## config.mk

```make
export PLATFORM = sky130hd
export DESIGN_NAME = hse_back
export DESIGN_NICKNAME = d
export VERILOG_FILES = /design/src/hdl/hse_pkg.sv /design/src/hdl/hse_back.sv
export SDC_FILE = /design/constraint.sdc
export NUM_CORES = 1
export LEC_CHECK = 0
export ABC_AREA = 1
export BUFFER_PORTS_ARGS = -buffer_cell sky130_fd_sc_hd__buf_2
export CORE_ASPECT_RATIO = 1.1
export CORE_MARGIN = 3
export CORE_UTILIZATION = 55
export CTS_BUF_LIST = sky130_fd_sc_hd__clkbuf_8
export DETAILED_ROUTE_END_ITERATION = 16
export PLACE_DENSITY_LB_ADDON = 0.2
export SYNTH_ARGS = -nofsm -noshare
export SYNTH_HDL_FRONTEND = slang
export SYNTH_SLANG_ARGS = --single-unit
```

## constraint.sdc

```tcl
create_clock -name clk -period 1.9 [get_ports clk]
set_input_delay 0.19 -clock clk [delete_from_list [all_inputs] [get_ports clk]]
set_output_delay 0.19 -clock clk [all_outputs]
set_load 0.05 [all_outputs]
```

## src/hdl/hse_pkg.sv

```systemverilog
`timescale 1ns / 1ps

package hse_pkg;

    localparam int CODE_W    = 32;
    localparam int LEN_W     = 6;
    localparam int TOTAL_W   = 40;
    localparam int OP_DEPTH  = 4;
    localparam int OP_CNT_W  = $clog2(OP_DEPTH + 1);
    localparam int OUT_DEPTH = 2;
    localparam int OUT_CNT_W = $clog2(OUT_DEPTH + 1);

    typedef enum logic [1:0] {
        CMD_LOAD   = 2'd0,
        CMD_ENCODE = 2'd1,
        CMD_FLUSH  = 2'd2
    } command_t;

    typedef struct packed {
        logic [1:0]        command;
        logic [7:0]        symbol;
        logic [CODE_W-1:0] code_bits;
        logic [LEN_W-1:0]  code_length;
    } in_item_t;

    typedef struct packed {
        logic [CODE_W-1:0]  packed_word;
        logic [LEN_W-1:0]   word_fill;
        logic               is_final;
        logic [TOTAL_W-1:0] total_bits;
    } out_item_t;

    // Work handed from the lookup side to the packer.
    typedef struct packed {
        logic              flush;
        logic [CODE_W-1:0] code_bits;
        logic [LEN_W-1:0]  code_length;
    } op_item_t;

endpackage

```

## src/hdl/hse_back.sv

```systemverilog
`timescale 1ns / 1ps

module hse_back #(
    parameter int WORD_BITS = 32
) (
    input  logic               clk,
    input  logic               rst_n,
    input  logic               op_valid,
    input  hse_pkg::op_item_t  op_item,
    output logic               op_pop,
    input  logic               out_ok,
    output logic               res_push,
    output hse_pkg::out_item_t res_item
);

    localparam int FW = $clog2(WORD_BITS + 1);
    localparam int SW = FW + 1;
    localparam int XW = WORD_BITS + hse_pkg::CODE_W;
    localparam int TW = hse_pkg::TOTAL_W;

    logic [WORD_BITS-1:0] word_reg;
    logic [WORD_BITS-1:0] word_next;
    logic [FW-1:0]        fill_reg;
    logic [FW-1:0]        fill_next;
    logic [TW-1:0]        total_reg;
    logic [TW-1:0]        total_next;

    logic [XW-1:0]        wide;
    logic [SW-1:0]        sum;
    logic [TW:0]          tsum;
    logic [TW-1:0]        tsat;

    always_comb
    begin
        wide = {{hse_pkg::CODE_W{1'b0}}, word_reg}
               | ({{WORD_BITS{1'b0}}, op_item.code_bits} << fill_reg);
        sum  = SW'(fill_reg) + SW'(op_item.code_length);
        tsum = {1'b0, total_reg} + (TW+1)'(op_item.code_length);
        tsat = tsum[TW] ? {TW{1'b1}} : tsum[TW-1:0];

        op_pop     = op_valid && out_ok;
        res_push   = 1'b0;
        res_item   = '0;
        word_next  = word_reg;
        fill_next  = fill_reg;
        total_next = total_reg;

        if (op_pop)
        begin
            if (op_item.flush)
            begin
                res_push             = (fill_reg != '0);
                res_item.packed_word = hse_pkg::CODE_W'(word_reg);
                res_item.word_fill   = hse_pkg::LEN_W'(fill_reg);
                res_item.is_final    = 1'b1;
                res_item.total_bits  = total_reg;
                word_next            = '0;
                fill_next            = '0;
                total_next           = '0;
            end
            else
            begin
                total_next = tsat;
                if (sum >= SW'(WORD_BITS))
                begin
                    // word complete; leftover code bits open the next word
                    res_push             = 1'b1;
                    res_item.packed_word = hse_pkg::CODE_W'(wide[WORD_BITS-1:0]);
                    res_item.word_fill   = hse_pkg::LEN_W'(WORD_BITS);
                    res_item.is_final    = 1'b0;
                    res_item.total_bits  = tsat;
                    word_next            = WORD_BITS'(wide >> WORD_BITS);
                    fill_next            = FW'(sum - SW'(WORD_BITS));
                end
                else
                begin
                    word_next = wide[WORD_BITS-1:0];
                    fill_next = FW'(sum);
                end
            end
        end
    end

    always_ff @(posedge clk or negedge rst_n)
    begin
        if (!rst_n)
        begin
            word_reg  <= '0;
            fill_reg  <= '0;
            total_reg <= '0;
        end
        else
        begin
            word_reg  <= word_next;
            fill_reg  <= fill_next;
            total_reg <= total_next;
        end
    end

endmodule

```

==> results.toml, run 1 <==
[run_status]
status = "aborted with a tool error"
lastStage = "global routing (5_1_grt)"
firstError = "[ERROR GRT-0232] Routing congestion too high. Check the congestion heatmap in the GUI."

[logic_synthesis]
synth.avg_cell_area_sq_um = 5.85
synth_seq_cells = 78
yosysWarningCount = 0
synth_top_flop_cell = "dfrtp_1"
ys_types = 46
synth_edf_count = 0
synthCells = 1548
synthArstFlopShare_pct = 100
syn-num-nets = 1605
synth_area_sq_um = 9050
ys_seq_area_share_pct = 21.6

[floorplan]
rows = 48
fp.dieH_um = 141
die_x_um = 128
pin_count = 124
start_util_pct = 56.9

[clocking]
clock-root-buffer = "clkbuf_8"
cts-htree-levels = 3
cts_inserted_buffers = 9
cts_buffer_depth = 2
cts.sinks = 78

[placed_design]
hpwl_mm = 29.0
place_congestion = 1.13
dpl_cell_area_sq_um = 12400
portBuffers = 123

[global_routing]
grt_max_degree = 42
grtUsageTotal_pct = 83.5
grt.overflow.total = 244

[timing]
worst-ep-kind = "top-level output"
worst_endpoint = "res_item[67]"
==> cell usage after synthesis (all sizes together), types with 2 or more instances <==
cell	number	area, sq um
xor2	7	61.3
fa	2	40.0
o21ai	106	591
nand3b	5	37.5
ha	12	150
nor3	28	181
nor2	112	450
a21oi	35	179
clkinv	2	7.51
nand3	339	1820
buf	53	353
nand2	536	2050
clkbuf	35	171
and2	2	12.5
dfrtp	78	1950
inv	122	460
o21bai	6	45.0
o211ai	4	30.0
or2	2	12.5
nand4	36	240
a21o	2	15.0
o22ai	18	131
==> routing by layer <==
metal  GRT usage (%)  overflow
met1            81.4         1
met2            97.9       138
met3            72.1         2
met4            86.0       101
met5            31.7         2
==> metrics by stage <==
stage	worst slack, ns	hold slack [ns]	std cells
after floorplan	-0.347	-0.106	1548
after global placement	-0.532	0.101	2046
after detailed placement	-0.581	0.103	2046
after CTS	-0.841	0.231	2080
==> cells by family after synthesis <==
| kind of cell | synth area share [%] |
|---|---|
| adder cells (fa/ha/maj) | 2.10 |
| buffers and inverters | 11.0 |
| flip-flops | 21.6 |
| AO/OA/AOI/OAI | 11.2 |
| XOR/XNOR | 0.774 |
| AND/OR/NAND/NOR | 53.4 |
==> repair_timing <==
| item | 4_1_cts |
|---|---|
| endpoints found under the setup margin | 148 |
| hold buffers | 1 |
| buffers inserted | 17 |
| gates resized for setup | 248 |
| gates cloned | 3 |
| pin swaps | 22 |
| hold endpoints to repair | 20 |
==> inputs of run 2 (changes only) <==
--- a/config.mk
+++ b/config.mk
@@ -7,12 +7,10 @@
 export LEC_CHECK = 0
 export ABC_AREA = 1
 export BUFFER_PORTS_ARGS = -buffer_cell sky130_fd_sc_hd__buf_2
-export CORE_ASPECT_RATIO = 1.1
 export CORE_MARGIN = 3
-export CORE_UTILIZATION = 55
-export CTS_BUF_LIST = sky130_fd_sc_hd__clkbuf_8
+export CORE_UTILIZATION = 40
 export DETAILED_ROUTE_END_ITERATION = 16
-export PLACE_DENSITY_LB_ADDON = 0.2
+export PLACE_DENSITY_LB_ADDON = 0.15
 export SYNTH_ARGS = -nofsm -noshare
 export SYNTH_HDL_FRONTEND = slang
 export SYNTH_SLANG_ARGS = --single-unit
==> constraint.sdc (replaced) <==
create_clock -name clk -period 2.5 [get_ports clk]
set_input_delay 0.25 -clock clk [delete_from_list [all_inputs] [get_ports clk]]
set_output_delay 0.25 -clock clk [all_outputs]
set_load 0.05 [all_outputs]
==> run 2 against run 1 <==
The flow now finishes, with violations (negative setup slack). Synthesized cell count unchanged. Area after synthesis unchanged.
==> results.toml, run 2 <==
[detailed_routing]
drt_iter0_markers = 929
vias = 11400
post_drt_wl_per_cell_um = 19.7
finalWirelength_mm = 39.7
drtPass1Iterations = 5
vias_per_cell = 5.68
ant_nets = 0
post-route-drc-count = 0

[layout]
largest_reg_flops = 40
finish.instance_area_sq_um = 13000
nets = 1786
diodes = 0
drive_above_1_share_pct = 31.1
final_cell_mix = "nand2_1 (468), nand3_1 (288), inv_1 (105)"
areaGrowthSynthToFinish_pct = 44.0
final_common_cell = "nand2_1"

[floorplan]
pin_count = 124
core-area_sq_um = 22000
start_util_pct = 41.1
rows = 54
dieArea_sq_um = 24500
fp.dieH_um = 156
die_x_um = 156

[worst_setup_path]
crit_fanout = 7
crit_type = "flop to primary output"
crit_path_end_kind = "primary output"
slowest_stage = "dfrtp_1"
cp.required_ns = 2.25
critPathMaxStageDelay_ns = 0.42
arrival_ns = 2.57
worstSetupStartpointType = "flop"
path_cells = "ha_4 > nand2_2 > inv_2 > nand4_1 > nand3_1 > nand2_2 > nand3_2 > nand2_1 > inv_2 > nor2_4 > buf_12 > buf_12 > buf_16 > a21oi_2 > buf_6"

[power]
irDropWorstVdd_v = 0.000423
powerDensity_nw_per_um2 = 712
p_leak_uw = 0.00613

[logic_synthesis]
synth_top_flop_cell = "dfrtp_1"
synth_compound_gate_area_share_pct = 11.2
synth_edf_count = 0
synth_area_sq_um = 9050
synth.most_common_cell = "nand2_1"
synthArstFlopShare_pct = 100
syn-num-nets = 1605
synthAdderAreaFrac_pct = 2.10
yosysWarningCount = 0
synth.avg_cell_area_sq_um = 5.85
synthCells = 1548
synth_common_cells = "nand2_1 (520), nand3_1 (314), inv_1 (111)"
synth_seq_cells = 78
synth-simple-area-share_pct = 53.4
synth_xor_area_share_pct = 0.774
synth.largest_area_cell = "dfrtp_1"
synth_top_family_by_area = "simple AND/OR/NAND/NOR gates"
ys_seq_area_share_pct = 21.6
ys_types = 46
synth_top_area_share_pct = 21.6
synthMuxAreaShare_pct = 0
netlist_top_cells_area = "dfrtp_1 (22%), nand2_1 (22%), nand3_1 (17%)"

[clocking]
clk_pin_slew_worst_paths_ns = 0.07
cts_buffer_depth = 2
cts_inserted_buffers = 9
cts-htree-levels = 3
cts_tree = "built"
clock-root-buffer = "clkbuf_16"
cts.sinks = 78
clk-insertion-delay-late_ns = 0.36

[timing]
holdWs_ns = 0.400
rsz0062_at_grt = "yes"
post-route-period-util_pct = 113
slew_headroom_pct = 42.3
max_freq_mhz = 355
worst_slack_ns = -0.319
hold_viol = 0
clock_skew_ns = 0.00922
finalSetupViolations = 74
final_max_slew_viol_count = 0
tightest_slew_ns = 0.864
finalCriticalPeriod_ns = 2.82

[hold_path]
hp-class = "input port to flop"

[run_status]
violations = "negative setup slack"
status = "finished with violations"

[flow_run]
maxCapViolations = 0

[global_routing]
grt.overflow.total = 0
grtUsageTotal_pct = 31.5
grt_max_degree = 69
grt_pass1_vias = 11000
antenna_found_initial = 0
grt_pass1_wl_mm = 60.6

[placed_design]
place_congestion = 0.972
portBuffers = 123
dpl_cell_area_sq_um = 10500
hpwl_mm = 28.0
pre_cts_ws_ns = -0.159
-- run 2: cell counts after synthesis --
Identical to the previous run, type by type.
-- run 2: cell families (layout without fill, tap and decap cells) --
group / Yosys count / count (layout)
xor+xnor: 8 / 8
flops: 78 / 78
fa+ha+maj: 14 / 14
simple gates: 1062 / 1062
buf+inv: 212 / 398
compound gates: 174 / 174
-- run 2: through the flow --
| stage | TNS [ns] | util, % | cells | total power, uW |
|---|---|---|---|---|
| floorplan | -5.67 | - | 1548 | 5100 |
| finish | -17.58 | 59.2 | 2014 | 9280 |
| CTS | -16.83 | 55.4 | 2001 | 8810 |
| global placement | -0.233 | 47.8 | 1963 | 6700 |
| detailed placement | -0.432 | 47.8 | 1963 | 6730 |
| global route | -23.62 | 59.2 | 2014 | 9870 |
-- run 2: repair_timing --
| item | 4_1_cts | 5_1_grt |
|---|---|---|
| gates resized for setup | 275 | 178 |
| pin swaps | 22 | 62 |
| buffers inserted | 17 | 14 |
| hold endpoints to repair | 34 | 0 |
| setup endpoints to repair | 74 | 74 |
| cloned | 6 | 1 |
| hold buffers | 1 | 0 |
-- run 2: metal layers --
layer  GRT usage [%]  routed length, um  up-vias
met5               0                  0        -
met4            17.0               2480        0
met3            3.21               2090      122
met2            54.9              19700      474
met1            38.1              15500     5332
li1                -                  -     5505
-- run 2: final cells by class --
class | count | area [sq um]
Clock buffer | 11 | 243
Inverter | 124 | 483
Fill cell | 2150 | 8990
Clock inverter | 5 | 58.8
Multi-Input combinational cell | 1258 | 7370
Tap cell | 280 | 350
Timing Repair Buffer | 258 | 2580
Sequential cell | 78 | 1950
-- run 2: path summary, 6_finish.rpt --
| kind | from | end | slack [ns] | cells after the start |
|---|---|---|---|---|
| worst max-delay path | fill_reg[3]$_DFFE_PN0P_ | res_item[55] | -0.32 | 15 |
| worst min-delay path | op_item[0] | total_reg[0]$_DFFE_PN0P_ | 0.40 | 6 |
| worst max register to register | fill_reg[3]$_DFFE_PN0P_ | word_reg[9]$_DFFE_PN0P_ | 0.24 | 14 |
| worst min register to register | word_reg[11]$_DFFE_PN0P_ | word_reg[11]$_DFFE_PN0P_ | 0.49 | 2 |
| max in group asynchronous | rst_n | word_reg[19]$_DFFE_PN0P_ | 1.40 | 3 |
| min in group asynchronous | rst_n | total_reg[2]$_DFFE_PN0P_ | 0.41 | 2 |
-- run 2: worst max-delay path, delay by kind of cell, from the launching register on --
kind	cells	cell delay [ns]
compound gates	1	0.12
simple gates	7	0.61
buf+inv	6	0.75
flops	1	0.42
fa+ha+maj	1	0.32
-- run 2: report_power, final --
part,switching (uW),internal [uW]
clock network,624,803
logic,4010,2170
registers,193,1480
Power figures use the tool's default switching activity.
==> inputs of run 3 (changes only) <==
--- a/config.mk
+++ b/config.mk
@@ -8,9 +8,9 @@
 export ABC_AREA = 1
 export BUFFER_PORTS_ARGS = -buffer_cell sky130_fd_sc_hd__buf_2
 export CORE_MARGIN = 3
-export CORE_UTILIZATION = 40
+export CORE_UTILIZATION = 55
 export DETAILED_ROUTE_END_ITERATION = 16
-export PLACE_DENSITY_LB_ADDON = 0.15
+export PLACE_DENSITY = 0.81
 export SYNTH_ARGS = -nofsm -noshare
 export SYNTH_HDL_FRONTEND = slang
 export SYNTH_SLANG_ARGS = --single-unit
==> run 3 against run 2 <==
The flow still finishes with violations (negative setup slack). Sequential cell count unchanged. Cell count decreased by 5.2%. Via count increased by 3.9%. First-iteration DRC count increased by 51%. Fmax increased by 1.3%. Register-to-register slack got worse by 0.15 ns. Wire length decreased by 2.2%. Setup slack improved by 0.036 ns. Power decreased by 3.3%.
==> results.toml, run 3 (synthesis results as in run 2) <==
[run_status]
status = "finished with violations"
violations = "negative setup slack"

[worst_setup_path]
worstSetupStartpointType = "flop"
crit_path_end_kind = "primary output"
arrival_ns = 2.53
crit_fanout = 5
r2r-start = "fill_reg[3]$_DFFE_PN0P_"
critPathMaxStageDelay_ns = 0.43
r2r-end = "word_reg[22]$_DFFE_PN0P_"
reg2reg_slack_ns = 0.09
cp.required_ns = 2.25
slowest_stage = "dfrtp_1"
rr_worst_depth = 15
path_cells = "ha_4 > a21oi_1 > nand3_2 > nand2_2 > nand3_2 > nand2_2 > inv_2 > nor2_4 > buf_12 > clkbuf_16 > nor2_2 > buf_6"
crit_type = "flop to primary output"

[layout]
seqCellArea_sq_um = 1950
nFillCells = 1241
finish.instance_area_sq_um = 12200
largest_reg_flops = 40
areaGrowthSynthToFinish_pct = 34.3
nets = 1745
multiInputGateArea_sq_um = 6990
final_util_pct = 76.0
final_common_cell = "nand2_1"
drive_above_1_share_pct = 27.9
fin_cells = 1909
final_cell_mix = "nand2_1 (480), nand3_1 (289), inv_1 (108)"
diodes = 0

[detailed_routing]
post-route-drc-count = 0
finalWirelength_mm = 38.8
ant_nets = 0
vias = 11900
vias_per_cell = 6.22
drtPass1Iterations = 5
drt_iter0_markers = 1399
post_drt_wl_per_cell_um = 20.3

[flow_run]
maxCapViolations = 0

[timing]
slew_headroom_pct = 15.6
clock_skew_ns = 0.00525
holdWs_ns = 0.329
finalCriticalPeriod_ns = 2.78
max_freq_mhz = 359
finalSetupViolations = 74
hold_viol = 0
worst_slack_ns = -0.282
tns_ns = -16.55
final_max_slew_viol_count = 0
post-route-period-util_pct = 111
rsz0062_at_grt = "yes"
tightest_slew_ns = 1.26

[global_routing]
gr-usage-met3_pct = 6.11
gr-max-usage-layer = "met2"
grt_pass1_wl_mm = 59.4
met1_usage_pct = 46.7
antenna_found_initial = 0
grt.overflow.total = 0
use_met2_pct = 71.1
grt_max_degree = 62
grt_pass1_vias = 11400
grtUsageTotal_pct = 41.4

[power]
p_comb_share_pct = 66.4
swShare_pct = 53.3
power.share.clock_pct = 15.0
irDropWorstVdd_v = 0.000521
p_int_uw = 4190
p_leak_uw = 0.00586
p_switching_uw = 4790
p_seq_share_pct = 18.6
powerDensity_nw_per_um2 = 738

[floorplan]
start_util_pct = 56.6
core-area_sq_um = 16000
dieArea_sq_um = 18000
pin_count = 124
fp.dieH_um = 134
rows = 46
die_x_um = 134

[clocking]
cts.sinks = 78
clk-insertion-delay-late_ns = 0.35
cts_inserted_buffers = 9
clk_pin_slew_worst_paths_ns = 0.07
cts_tree = "built"
cts_buffer_depth = 2
cts-htree-levels = 3
clock-root-buffer = "clkbuf_16"

[placed_design]
dpl_cell_area_sq_um = 10200
hpwl_mm = 26.5
dp.cells = 1868
portBuffers = 123
place_congestion = 1.05

[hold_path]
hp-class = "input port to flop"
whs_path_depth = 4
min_to = "fill_reg[0]$_DFFE_PN0P_"
min_from = "op_item[0]"
[run 3: area by class of cell]
| cell class | count | share of cell area [%] |
|---|---|---|
| timing repair buffer | 217 | 18.0 |
| clock buffer | 11 | 2.08 |
| multi-input combinational | 1258 | 57.5 |
| clock inverter | 5 | 0.278 |
| sequential | 78 | 16.1 |
| inverter | 124 | 3.90 |
| tap | 216 | 2.22 |
[run 3: power groups by stage]
| stage | combinational, uW | clock (uW) | sequential, uW |
|---|---|---|---|
| detailed placement | 4820 | 0 | 1660 |
| global route | 6370 | 1390 | 1690 |
| CTS | 5410 | 1330 | 1650 |
| global placement | 4770 | 0 | 1640 |
| finish | 5960 | 1350 | 1670 |
| floorplan | 3490 | 0 | 1610 |
[run 3: worst max-delay path, delay by kind of cell, from the launching register on]
| kind | cells | cell delay [ns] |
|---|---|---|
| buffers and inverters | 4 | 0.53 |
| AOI/OAI and AO/OA | 1 | 0.26 |
| adders and majority gates | 1 | 0.27 |
| DFF | 1 | 0.43 |
| and+or+nand+nor | 6 | 0.67 |
[run 3: per-stage QoR]
| step | power [uW] | setup slack [ns] |
|---|---|---|
| after global routing | 9440 | -0.377 |
| after floorplan | 5100 | -0.282 |
| after global placement | 6410 | 0.00234 |
| after detailed placement | 6480 | -0.0232 |
| after CTS | 8380 | -0.250 |
| final | 8970 | -0.282 |
[run 3: timing repair]
action,in CTS,in global routing
resized for setup,248,97
setup endpoints to repair,74,74
setup buffers,13,5
cloned,4,3
hold endpoints to repair,35,0
hold buffers,1,0
pin swaps,8,26
[run 3: layer usage]
layer,vias up,part of all wire [%]
met5,-,0
met1,5533,36
li1,5424,-
met4,0,7.8
met2,721,49
met3,198,7.5
[run 3: how the worst max path moves through the flow]
stage                             start            to  slack, ns  cells past startpoint
3_5_place_dp   total_reg[4]$_DFFE_PN0P_  res_item[15]      -0.02                     11
2_1_floorplan   fill_reg[1]$_DFFE_PN0P_  res_item[71]      -0.28                     13
6_report        fill_reg[4]$_DFFE_PN0P_  res_item[54]      -0.28                     12
4_1_cts        total_reg[0]$_DFFE_PN0P_  res_item[21]      -0.25                     13
3_3_place_gp                 op_item[2]  res_item[13]      0.002                     11
5_1_grt         fill_reg[4]$_DFFE_PN0P_  res_item[54]      -0.38                     12
