[src/hdl/hse_fifo.sv]
`timescale 1ns / 1ps

module hse_fifo #(
    parameter type item_t = logic,
    parameter int  DEPTH  = 4
) (
    input  logic                       clk,
    input  logic                       rst_n,
    input  logic                       push,
    input  item_t                      push_item,
    input  logic                       pop,
    output item_t                      head,
    output logic                       empty,
    output logic [$clog2(DEPTH+1)-1:0] count
);

    localparam int AW = (DEPTH > 1) ? $clog2(DEPTH) : 1;
    localparam int CW = $clog2(DEPTH + 1);

    item_t            slots_reg [DEPTH];
    logic [AW-1:0]    wr_ptr_reg;
    logic [AW-1:0]    wr_ptr_next;
    logic [AW-1:0]    rd_ptr_reg;
    logic [AW-1:0]    rd_ptr_next;
    logic [CW-1:0]    count_reg;
    logic [CW-1:0]    count_next;

    always_ff @(posedge clk)
    begin
        if (push)
        begin
            slots_reg[wr_ptr_reg] <= push_item;
        end
    end

    always_comb
    begin
        wr_ptr_next = push ? wr_ptr_reg + 1'b1 : wr_ptr_reg;
        rd_ptr_next = pop ? rd_ptr_reg + 1'b1 : rd_ptr_reg;
        case ({push, pop})
            2'b10:   count_next = count_reg + 1'b1;
            2'b01:   count_next = count_reg - 1'b1;
            default: count_next = count_reg;
        endcase
    end

    always_ff @(posedge clk or negedge rst_n)
    begin
        if (!rst_n)
        begin
            wr_ptr_reg <= '0;
            rd_ptr_reg <= '0;
            count_reg  <= '0;
        end
        else
        begin
            wr_ptr_reg <= wr_ptr_next;
            rd_ptr_reg <= rd_ptr_next;
            count_reg  <= count_next;
        end
    end

    assign head  = slots_reg[rd_ptr_reg];
    assign empty = (count_reg == '0);
    assign count = count_reg;

endmodule

[config.mk]
export PLATFORM = sky130hd
export DESIGN_NAME = hse_fifo
export DESIGN_NICKNAME = d
export VERILOG_FILES = /design/src/hdl/hse_fifo.sv
export SDC_FILE = /design/constraint.sdc
export NUM_CORES = 1
export LEC_CHECK = 0
export ABC_CLOCK_PERIOD_IN_PS = 1410
export BUFFER_PORTS_ARGS = -buffer_cell sky130_fd_sc_hd__buf_2
export CAP_MARGIN = 20
export CELL_PAD_IN_SITES_DETAIL_PLACEMENT = 0
export CELL_PAD_IN_SITES_GLOBAL_PLACEMENT = 1
export CORE_MARGIN = 1
export CORE_UTILIZATION = 40
export CTS_BUF_LIST = sky130_fd_sc_hd__clkbuf_16
export CTS_CLUSTER_SIZE = 28
export DETAILED_ROUTE_END_ITERATION = 8
export HOLD_SLACK_MARGIN = 0.15
export PLACE_DENSITY_LB_ADDON = 0.1
export SLEW_MARGIN = 40
export SYNTH_ARGS = -nofsm -noshare
export SYNTH_HDL_FRONTEND = slang
export SYNTH_SLANG_ARGS = --single-unit
export TNS_END_PERCENT = 5
[constraint.sdc]
create_clock -name clk -period 1.41 [get_ports clk]
set_input_delay 0.282 -clock clk [delete_from_list [all_inputs] [get_ports clk]]
set_output_delay 0.282 -clock clk [all_outputs]
set_load 0.01 [all_outputs]
==> results of run 1 <==
-- power by group --
group | internal, mW | switching, mW
Combinational | 0.283 | 0.255
Sequential | 0.464 | 0.101
Clock | 0.372 | 0.133
Total | 1.12 | 0.490
-- cell usage after synthesis --
cell,count
and2_1,4
dfrtp_1,7
edfxtp_1,4
fa_1,1
ha_1,5
inv_1,6
mux2i_1,1
mux4_2,1
nand2_1,2
nor2_1,1
nor3_1,1
o21ai_0,1
xnor2_1,2
xor2_1,4
-- worst paths after layout --
kind	startpoint	end	slack, ps	cells past startpoint
max	rd_ptr_reg[0]$_DFFE_PN0P_	head	-110	2
min	push_item	slots_reg[2]$_DFFE_PP_	270	1
max reg2reg	count[1]$_DFFE_PN0P_	count[2]$_DFFE_PN0P_	50	5
min reg2reg	rd_ptr_reg[1]$_DFFE_PN0P_	rd_ptr_reg[1]$_DFFE_PN0P_	490	1
max in group asynchronous	rst_n	count[2]$_DFFE_PN0P_	840	2
min in group asynchronous	rst_n	rd_ptr_reg[0]$_DFFE_PN0P_	410	2
-- final cells by class --
cell class,instances,area share (%)
Tap cell,14,2.39
Clock buffer,3,10.3
Timing Repair Buffer,15,13.5
Clock inverter,1,0.513
Sequential cell,11,40.3
Multi-Input combinational cell,23,29.9
Inverter,6,3.08
-- stage by stage --
| stage | power [mW] | util, % | setup slack (ps) | hold WS, ps | area (µm²) |
|---|---|---|---|---|---|
| floorplan | 0.863 | - | 32.3 | -13.6 | 532 |
| global placement | 1.01 | 53.3 | -60.2 | 124 | 624 |
| detailed placement | 1.06 | 53.3 | -113 | 128 | 624 |
| CTS | 1.59 | 61.5 | -109 | 270 | 721 |
| global route | 1.73 | 62.5 | -150 | 274 | 732 |
| finish | 1.61 | 62.5 | -111 | 268 | 732 |
-- placed cells by master, fill, tap and decap left out --
cell / instances
and2_1: 4
nand2_1: 2
xor2_1: 4
inv_1: 7
buf_4: 5
dfrtp_1: 7
xnor2_1: 2
buf_2: 8
mux4_2: 1
buf_6: 1
mux2i_1: 1
edfxtp_1: 4
ha_1: 5
dlygate4sd3_1: 1
nor3_2: 1
fa_1: 1
clkbuf_16: 3
o21ai_0: 1
nor2_1: 1
-- kinds of logic (layout without fill, tap and decap cells) --
group                    Yosys count  in the layout
AND/OR/NAND/NOR                    8              8
multiplexers                       2              2
flip-flops                        11             11
XOR/XNOR                           6              6
buffers and inverters              6             25
AO/OA/AOI/OAI                      1              1
adder cells (fa/ha/maj)            6              6
-- per-layer routing --
| metal | wire [µm] | share of wire (%) | global-route usage, % | up-vias |
|---|---|---|---|---|
| met5 | 0 | 0 | 0 | - |
| met4 | 8 | 0.85 | 12.9 | 0 |
| met3 | 27 | 2.9 | 5.23 | 2 |
| met2 | 520 | 55 | 28.4 | 5 |
| met1 | 380 | 41 | 16.4 | 161 |
| li1 | - | - | - | 164 |
-- what timing repair did --
action	in CTS	in global routing
hold endpoints to repair	7	0
gates resized for setup	0	2
setup endpoints to repair	1	3
setup buffers	1	0
hold buffers	1	0
==> impl_results.md, run 1 <==
* Yosys top cell area share at between 30 and 40%
* Post-DRT Antenna Nets at 0
* Measured slew at the worst slew-check pin at roughly 170 ps
* Buffers on Ports at 9
* CTS Sinks at 11
* Vias in the first global route at approximately 350
* Skew-Pair Late Insertion Delay at 230 ps
* Global Route Usage Sum at 16.6%
* Unique cell type count in the Yosys netlist at 14
* Detailed Routing Iterations Pass 1 at 3
* Period utilization at 108%
* Violated checks: negative setup slack
* Via count at 332
* Worst path buffer plus inverter count at 1
* Yosys top cell by area: dfrtp_1
* Setup-failing EPs final at 1
* Max Clock Freq at ~660 MHz
* First-pass GRT wire length at 1480 µm
* Largest register FFs at 4
* Largest net degree at the start of global routing at 8
* Mux cell area share after synthesis at 6.12%
* Critical Path, Cell by Cell: mux4_2 -> buf_6
* # IOs at 10
* Max Slew Vio Count at 0
* Clk slew on worst S/H paths at 40 ps
* Pwr Density at 2200 nW/µm²
* Post-synthesis xor/xnor area fraction at about a tenth
* Final TNS setup at -111 ps
* Status: complete, but fails checks
* RSZ-0062 raised after global routing: yes
* Synth top area cells: dfrtp_1, edfxtp_1, ha_1
* Grt ovf at 0
* Required @ worst endpoint at 1130 ps
* Final net count at 71
* Row count at 12
* Detailed-route wire length at 937 µm
* DRC viols at 0
* Area of the multi-input gates at 219 µm²
* Antenna diode count at 0
* Number of synthesized register bits at 11
* WS Path Type: register to output pin
* 1st-iter DRT viols at 1
* Register Area at between 200 and 300 µm²
* Yosys warnings at 0
* Synth Instances at 40
* Core area at 1170 µm²
* Startpoint Class: register
* Final Hold Fails at 0
* Total CTS buffers at 3
* Syn-to-layout area delta at 37.6%
* Fillers at between 90 and 100
* CTS Root Cell: clkbuf_16
* Critical Path End Type: output pin
* Final setup margin at -111 ps
* Post-Synth Simple-Gate Area at 7.76%
* Max cap viols at 0
* Slew headroom at between 80% and 90%
* Wire length per cell at between 10 and 15 µm
* Tmin final at 1520 ps
* Max Root-Sink Buffers at 2
* Post-synthesis cell area at 532 µm²
* Die Y-Extent at slightly below 40 µm
* Cell family with most CP delay: multiplexers
* Largest family of logic cells by synthesized area: adder cells
* CTS tree: built
* Gp weighted congestion at roughly 0.57
* Synthesized area per cell at approximately 13 µm²
* Share of layout cells above drive strength 1 at 32.2%
* Syn nets at 51
* Worst-path fanout max at 2
* Worst Path Arrival at 1240 ps
* Die width at between 30 and 40 µm
* H-tree depth at 1
* Post-Synth Adder-Cell Area at between 15 and 20%
* Final clock skew at 0.818 ps
* CP max-delay cell: mux4_2
* HP Class: input pin to register
* Vias per inst at roughly 4.5
* HPWL after detailed placement at between 700 and 800 µm
* Compound-cell area share of the yosys netlist at less than 1%
* VDD IR max at roughly 1100 µV
* Sequential-to-total area share from yosys stat at 55.5%
* Crit path largest cell delay at about 510 ps
* Die area at 1480 µm²
* Initial antenna violation count at 0
* Final Non-Filler Cells at 73
* Starting density of the core at 45.4%
* LEAKAGE at 0.359 nW
* Cells after DPL at 67
No activity file was read; power rests on OpenSTA's default activity.
==> run 2, diff against run 1 <==
--- a/config.mk
+++ b/config.mk
@@ -10,12 +10,12 @@
 export CAP_MARGIN = 20
 export CELL_PAD_IN_SITES_DETAIL_PLACEMENT = 0
 export CELL_PAD_IN_SITES_GLOBAL_PLACEMENT = 1
-export CORE_MARGIN = 1
-export CORE_UTILIZATION = 40
-export CTS_BUF_LIST = sky130_fd_sc_hd__clkbuf_16
+export CORE_AREA = 2 2 39 41
+export CTS_BUF_LIST = sky130_fd_sc_hd__clkbuf_4
 export CTS_CLUSTER_SIZE = 28
 export DETAILED_ROUTE_END_ITERATION = 8
-export HOLD_SLACK_MARGIN = 0.15
+export DIE_AREA = 0 0 41 43
+export HOLD_SLACK_MARGIN = 0.1
 export PLACE_DENSITY_LB_ADDON = 0.1
 export SLEW_MARGIN = 40
 export SYNTH_ARGS = -nofsm -noshare
==> run 2 against run 1 <==
Net effect: the run still ends with negative setup slack left; count of clock-buffer cells in the layout is 1 higher; combinational power decreased by 6.7%; via count is 0.60% lower; first-iteration DRC count grew to 3.0 times the previous value; power down 20%; sequential share of layout area up 3.1 points; worst hold slack lost 27 ps; critical path depth unchanged; core utilization is 13 points lower; maximum frequency fell by 2.0%; largest power group unchanged.
==> impl_results.md, run 2 (synthesized netlist as in run 1, its figures left out) <==
* Required @ worst endpoint at 1130 ps (about the same)
* Core area at 1380 µm² (was 1170 µm²)
* H-tree depth at 1 (unchanged)
* Total CTS buffers at 3 (unchanged)
* Slew headroom at 88.8% (was 88.7%)
* Wire length per cell at 10.6 µm (was 12.8 µm)
* Pwr Density at 1890 nW/µm² (was 2200 nW/µm²)
* Most frequent cells in the layout: buf_2, dfrtp_1, inv_1 (was buf_2, inv_1, dfrtp_1)
* Vias in the first global route at 300 (was 354)
* Row count at 14 (was 12)
* Cells after DPL at 69 (was 67)
* Fillers at 143 (was 99)
* Startpoint Class: register (unchanged)
* CTS tree: built (unchanged)
* VDD IR max at 716 µV (was 1080 µV)
* Final setup margin at -142 ps (was -111 ps)
* Max Root-Sink Buffers at 2 (unchanged)
* Die Y-Extent at 43 µm (was 38.5 µm)
* LEAKAGE at 0.333 nW (was 0.359 nW)
* Initial antenna violation count at 0 (unchanged)
* Commonest non-fill, non-tap cell in the layout: buf_2 (unchanged)
* Max cap viols at 0 (unchanged)
* Skew-Pair Late Insertion Delay at 260 ps (was 230 ps)
* # IOs at 10 (unchanged)
* Final Non-Filler Cells at 75 (was 73)
* Share of layout cells above drive strength 1 at 33.9% (was 32.2%)
* Max Slew Vio Count at 0 (unchanged)
* Die width at 41 µm (was 38.5 µm)
* Worst-path fanout max at 2 (unchanged)
* WS Path Type: register to output pin (unchanged)
* Period utilization at 110% (was 108%)
* Worst Path Arrival at 1270 ps (was 1240 ps)
* Die area at 1760 µm² (was 1480 µm²)
* Buffers on Ports at 9 (unchanged)
* CTS Root Cell: clkbuf_4 (was clkbuf_16)
* Pre-CTS WS at -130 ps (was -113 ps)
* Status: complete, but fails checks (unchanged)
* Measured slew at the worst slew-check pin at 168 ps (was 169 ps)
* First-pass GRT wire length at 1180 µm (was 1480 µm)
* Detailed Routing Iterations Pass 1 at 2 (was 3)
* Final Hold Fails at 0 (unchanged)
* Violated checks: negative setup slack (unchanged)
* Grt ovf at 0 (unchanged)
* DRC viols at 0 (unchanged)
* Antenna diode count at 0 (unchanged)
* Final clock skew at 0.846 ps (was 0.818 ps)
* Gp weighted congestion at 0.617 (was 0.567)
* 1st-iter DRT viols at 3 (was 1)
* Overall Power at 1.28 mW (was 1.61 mW)
* CTS Sinks at 11 (unchanged)
* Detailed-route wire length at 795 µm (was 937 µm)
* HPWL after detailed placement at 669 µm (was 714 µm)
* Setup-failing EPs final at 1 (unchanged)
* Via count at 330 (was 332)
* Largest register FFs at 4 (unchanged)
* Post-DRT Antenna Nets at 0 (unchanged)
* Starting density of the core at 38.4% (was 45.4%)
* Max Clock Freq at 644 MHz (was 657 MHz)
* Final net count at 71 (unchanged)
* Largest net degree at the start of global routing at 8 (unchanged)
* Tmin final at 1550 ps (was 1520 ps)
* Syn-to-layout area delta at 27.8% (was 37.6%)
* RSZ-0062 raised after global routing: yes (unchanged)
* Util after Layout at 49.1% (was 62.5%)
* Global Route Usage Sum at 11.0% (was 16.6%)
* Clk slew on worst S/H paths at 70 ps (was 40 ps)
* Final TNS setup at -142 ps (was -111 ps)
* HP Class: input pin to register (unchanged)
* Critical Path End Type: output pin (unchanged)
* Vias per inst at 4.40 (was 4.55)
-- run 2: critical path, stage by stage, from the launching register on --
cell and delay, ps:
dfrtp_1 370, mux4_2 490, buf_2 150
-- run 2: worst paths after layout --
check                                           from                   endpoint  slack [ps]  cells after the start
max                        rd_ptr_reg[0]$_DFFE_PN0P_                       head        -140                      2
min                                        push_item     slots_reg[2]$_DFFE_PP_         240                      1
max reg2reg                     count[1]$_DFFE_PN0P_       count[2]$_DFFE_PN0P_          70                      5
min reg2reg                rd_ptr_reg[1]$_DFFE_PN0P_  rd_ptr_reg[1]$_DFFE_PN0P_         500                      1
max in group asynchronous                      rst_n  wr_ptr_reg[1]$_DFFE_PN0P_         880                      2
min in group asynchronous                      rst_n       count[2]$_DFFE_PN0P_         380                      2
-- run 2: timing repair --
| action | CTS | global route |
|---|---|---|
| gates cloned | 0 | 0 |
| hold endpoints to repair | 7 | 0 |
| hold buffers | 1 | 0 |
| buffers inserted | 1 | 0 |
| resized for setup | 0 | 1 |
| setup endpoints to repair | 1 | 3 |
-- run 2: layout make-up --
| class | instances | area, µm² | area share, % |
|---|---|---|---|
| repair buffers | 15 | 92.6 | 13.6 |
| multi-input cells | 23 | 219 | 32.2 |
| clock buffers | 4 | 30.0 | 4.42 |
| flip-flops and latches | 11 | 295 | 43.5 |
| well taps | 16 | 20.0 | 2.95 |
| inverters | 6 | 22.5 | 3.31 |
-- run 2: per-layer routing --
| metal | global-route usage [%] | up-vias | part of all wire [%] |
|---|---|---|---|
| met5 | 0 | - | 0 |
| met4 | 10.0 | 0 | 1.3 |
| met3 | 3.14 | 2 | 5.7 |
| met2 | 16.3 | 10 | 48 |
| met1 | 11.9 | 153 | 45 |
| li1 | - | 165 | - |
-- run 2: report_power, final --
| part | internal, mW | leakage, nW | switching [mW] |
|---|---|---|---|
| registers | 0.462 | 0.119 | 0.0941 |
| clock network | 0.128 | 0.0184 | 0.0965 |
| logic | 0.264 | 0.195 | 0.240 |
| total | 0.854 | 0.333 | 0.430 |
-- run 2: per-stage QoR --
| stage | hold WS [ps] | cell area [µm²] |
|---|---|---|
| 3_3_place_gp | 122 | 627 |
| 6_report | 241 | 679 |
| 2_1_floorplan | -13.6 | 532 |
| 5_1_grt | 230 | 679 |
| 4_1_cts | 226 | 674 |
| 3_5_place_dp | 124 | 627 |
==> run 3, diff against run 2 <==
--- a/config.mk
+++ b/config.mk
@@ -21,4 +21,3 @@
 export SYNTH_ARGS = -nofsm -noshare
 export SYNTH_HDL_FRONTEND = slang
 export SYNTH_SLANG_ARGS = --single-unit
-export TNS_END_PERCENT = 5
==> constraint.sdc (replaced) <==
create_clock -name clk -period 1.41 [get_ports clk]
set_input_delay 0 -clock clk [delete_from_list [all_inputs] [get_ports clk]]
set_output_delay 0 -clock clk [all_outputs]
set_load 0.01 [all_outputs]
==> run 3 against run 2 <==
Net effect: clock skew increased by 1.9 ps; the run now ends clean; critical endpoint is now count[2]$_DFFE_PN0P_; via count is 1.8% higher; maximum frequency increased by 18%; largest power group unchanged.
==> impl_results.md, run 3 (synthesized netlist as in run 1, its figures left out) <==
* Reg2reg end: count[2]$_DFFE_PN0P_ (unchanged)
* Period utilization at 93.4% (was 110%)
* Grt ovf at 0 (unchanged)
* Starting density of the core at 38.4% (unchanged)
* Most frequent cell on the critical path: xor2_1
* Slew headroom at 79.4% (was 88.8%)
* # IOs at 10 (unchanged)
* Clk slew on worst S/H paths at 70 ps (about the same)
* Post-DRT Antenna Nets at 0 (unchanged)
* Critical Path, Cell by Cell: inv_2 -> fa_2 -> xor2_1 -> nor2_1 -> xor2_1 (was mux4_2 -> buf_2)
* Required @ worst endpoint at 1590 ps (was 1130 ps)
* Crit path capture: count[2]$_DFFE_PN0P_ (was head)
* Vias per inst at 4.48 (was 4.40)
* Startpoint Class: register (unchanged)
* Skew-Pair Late Insertion Delay at 260 ps (about the same)
* H-tree depth at 1 (unchanged)
* LEAKAGE at 0.328 nW (was 0.333 nW)
* Cell family with most CP delay: flip-flops (was multiplexers)
* Wire length per cell at 11.7 µm (was 10.6 µm)
* DRC viols at 0 (unchanged)
* Post-CTS Setup Inserts at 0 (was 1)
* Gp weighted congestion at 0.646 (was 0.617)
* Max Clock Freq at 759 MHz (was 644 MHz)
* CP max-delay cell: dfrtp_1 (was mux4_2)
* VDD IR max at 715 µV (was 716 µV)
* R2R Path Start: count[1]$_DFFE_PN0P_ (unchanged)
* Status: complete, no violations (was complete, but fails checks)
* Critical path launch point: count[1]$_DFFE_PN0P_ (was rd_ptr_reg[0]$_DFFE_PN0P_)
* Overall Power at 1.28 mW (about the same)
* Commonest non-fill, non-tap cell in the layout: buf_2 (unchanged)
* Final net count at 71 (unchanged)
* Global Route Usage Sum at 13.2% (was 11.0%)
* Detailed Routing Iterations Pass 1 at 1 (was 2)
* Max cap viols at 0 (unchanged)
* 1st-iter DRT viols at 0 (was 3)
* Critical Path End Type: register (was output pin)
* Most frequent cells in the layout: buf_2, dfrtp_1, inv_1, ha_1, dlygate4sd3_1 (was buf_2, dfrtp_1, inv_1)
* Die width at 41 µm (unchanged)
* Worst Path Arrival at 1490 ps (was 1270 ps)
* Total CTS buffers at 3 (unchanged)
* Die area at 1760 µm² (unchanged)
* WS Path Type: register to register (was register to output pin)
* First-pass GRT wire length at 1500 µm (was 1180 µm)
* Final Hold Fails at 0 (unchanged)
* Max Root-Sink Buffers at 2 (unchanged)
* Antenna diode count at 0 (unchanged)
* Tmin final at 1320 ps (was 1550 ps)
* Largest net degree at the start of global routing at 8 (unchanged)
* CTS Sinks at 11 (unchanged)
* Measured slew at the worst slew-check pin at 308 ps (was 168 ps)
* Core area at 1380 µm² (unchanged)
* Final clock skew at 2.71 ps (was 0.846 ps)
* Worst path buffer plus inverter count at 1 (unchanged)
* HP Class: input pin to register (unchanged)
* Flop2flop setup slack at 90 ps (was 70 ps)
* Largest register FFs at 4 (unchanged)
* HPWL after detailed placement at 722 µm (was 669 µm)
* Die Y-Extent at 43 µm (unchanged)
* Final TNS setup at 0 ps (was -142 ps)
* Via count at 336 (was 330)
* Share of layout cells above drive strength 1 at 28.8% (was 33.9%)
* Detailed-route wire length at 877 µm (was 795 µm)
* Pwr Density at 1870 nW/µm² (was 1890 nW/µm²)
* RSZ-0062 raised after global routing: no (was yes)
* Crit path largest cell delay at 380 ps (was 490 ps)
* Syn-to-layout area delta at 29.2% (was 27.8%)
* Reg2reg path depth at 5 (unchanged)
* Setup-failing EPs final at 0 (was 1)
* CTS Root Cell: clkbuf_4 (unchanged)
* Row count at 14 (unchanged)
* Buffers on Ports at 9 (unchanged)
* Max Slew Vio Count at 0 (unchanged)
* Crit. path cell count at 5 (was 2)
* CTS tree: built (unchanged)
* Vias in the first global route at 355 (was 300)
* Initial antenna violation count at 0 (unchanged)
* Worst-path fanout max at 3 (was 2)
run 3: how the worst min path moves through the flow:
| stage | from | endpoint | slack [ps] | cells after the start |
|---|---|---|---|---|
| after floorplan | rst_n | count[0]$_DFFE_PN0P_ | -300 | 0 |
| final | push | slots_reg[3]$_DFFE_PP_ | 120 | 2 |
| after global placement | rst_n | rd_ptr_reg[0]$_DFFE_PN0P_ | -160 | 1 |
| after detailed placement | rst_n | rd_ptr_reg[1]$_DFFE_PN0P_ | -160 | 1 |
| after global routing | push | slots_reg[3]$_DFFE_PP_ | 130 | 2 |
| after CTS | push | slots_reg[3]$_DFFE_PP_ | 110 | 2 |
run 3: repair_timing:
item                                   in CTS  in global routing
gates resized for setup                     0                  2
endpoints found under the hold margin      15                  0
setup endpoints to repair                   0                  1
hold buffers                                5                  0
run 3: per-layer routing:
layer  up-vias  GRT usage, %  share of wire [%]
met5         -             0                  0
met4         0          6.00                  0
met3         0          4.71                5.5
met2         8          23.1                 58
met1       163          12.6                 37
li1        165             -                  -
run 3: per-stage QoR:
stage          utilization [%]  hold WS, ps  instance area [µm²]  std cells  setup WS, ps
5_1_grt                   49.6          130                  687         75          17.1
2_1_floorplan                -         -296                  532         40          32.3
3_5_place_dp              43.7         -162                  604         66          20.1
3_3_place_gp              43.7         -163                  604         66           137
6_report                  49.6          118                  687         75          93.2
4_1_cts                   49.5          115                  684         75          2.76
run 3: layout make-up:
class	count	area, µm²
clock buffer	4	30.0
timing repair buffer	15	103
tap	16	20.0
fill	129	697
inverter	6	22.5
multi-input combinational	23	216
sequential	11	295
run 3: power by group:
| part | switching (mW) | leakage, nW | total, mW | internal, mW |
|---|---|---|---|---|
| Sequential | 0.107 | 0.119 | 0.569 | 0.462 |
| Clock | 0.100 | 0.0184 | 0.229 | 0.128 |
| Combinational | 0.238 | 0.190 | 0.486 | 0.249 |
| Total | 0.445 | 0.328 | 1.28 | 0.839 |
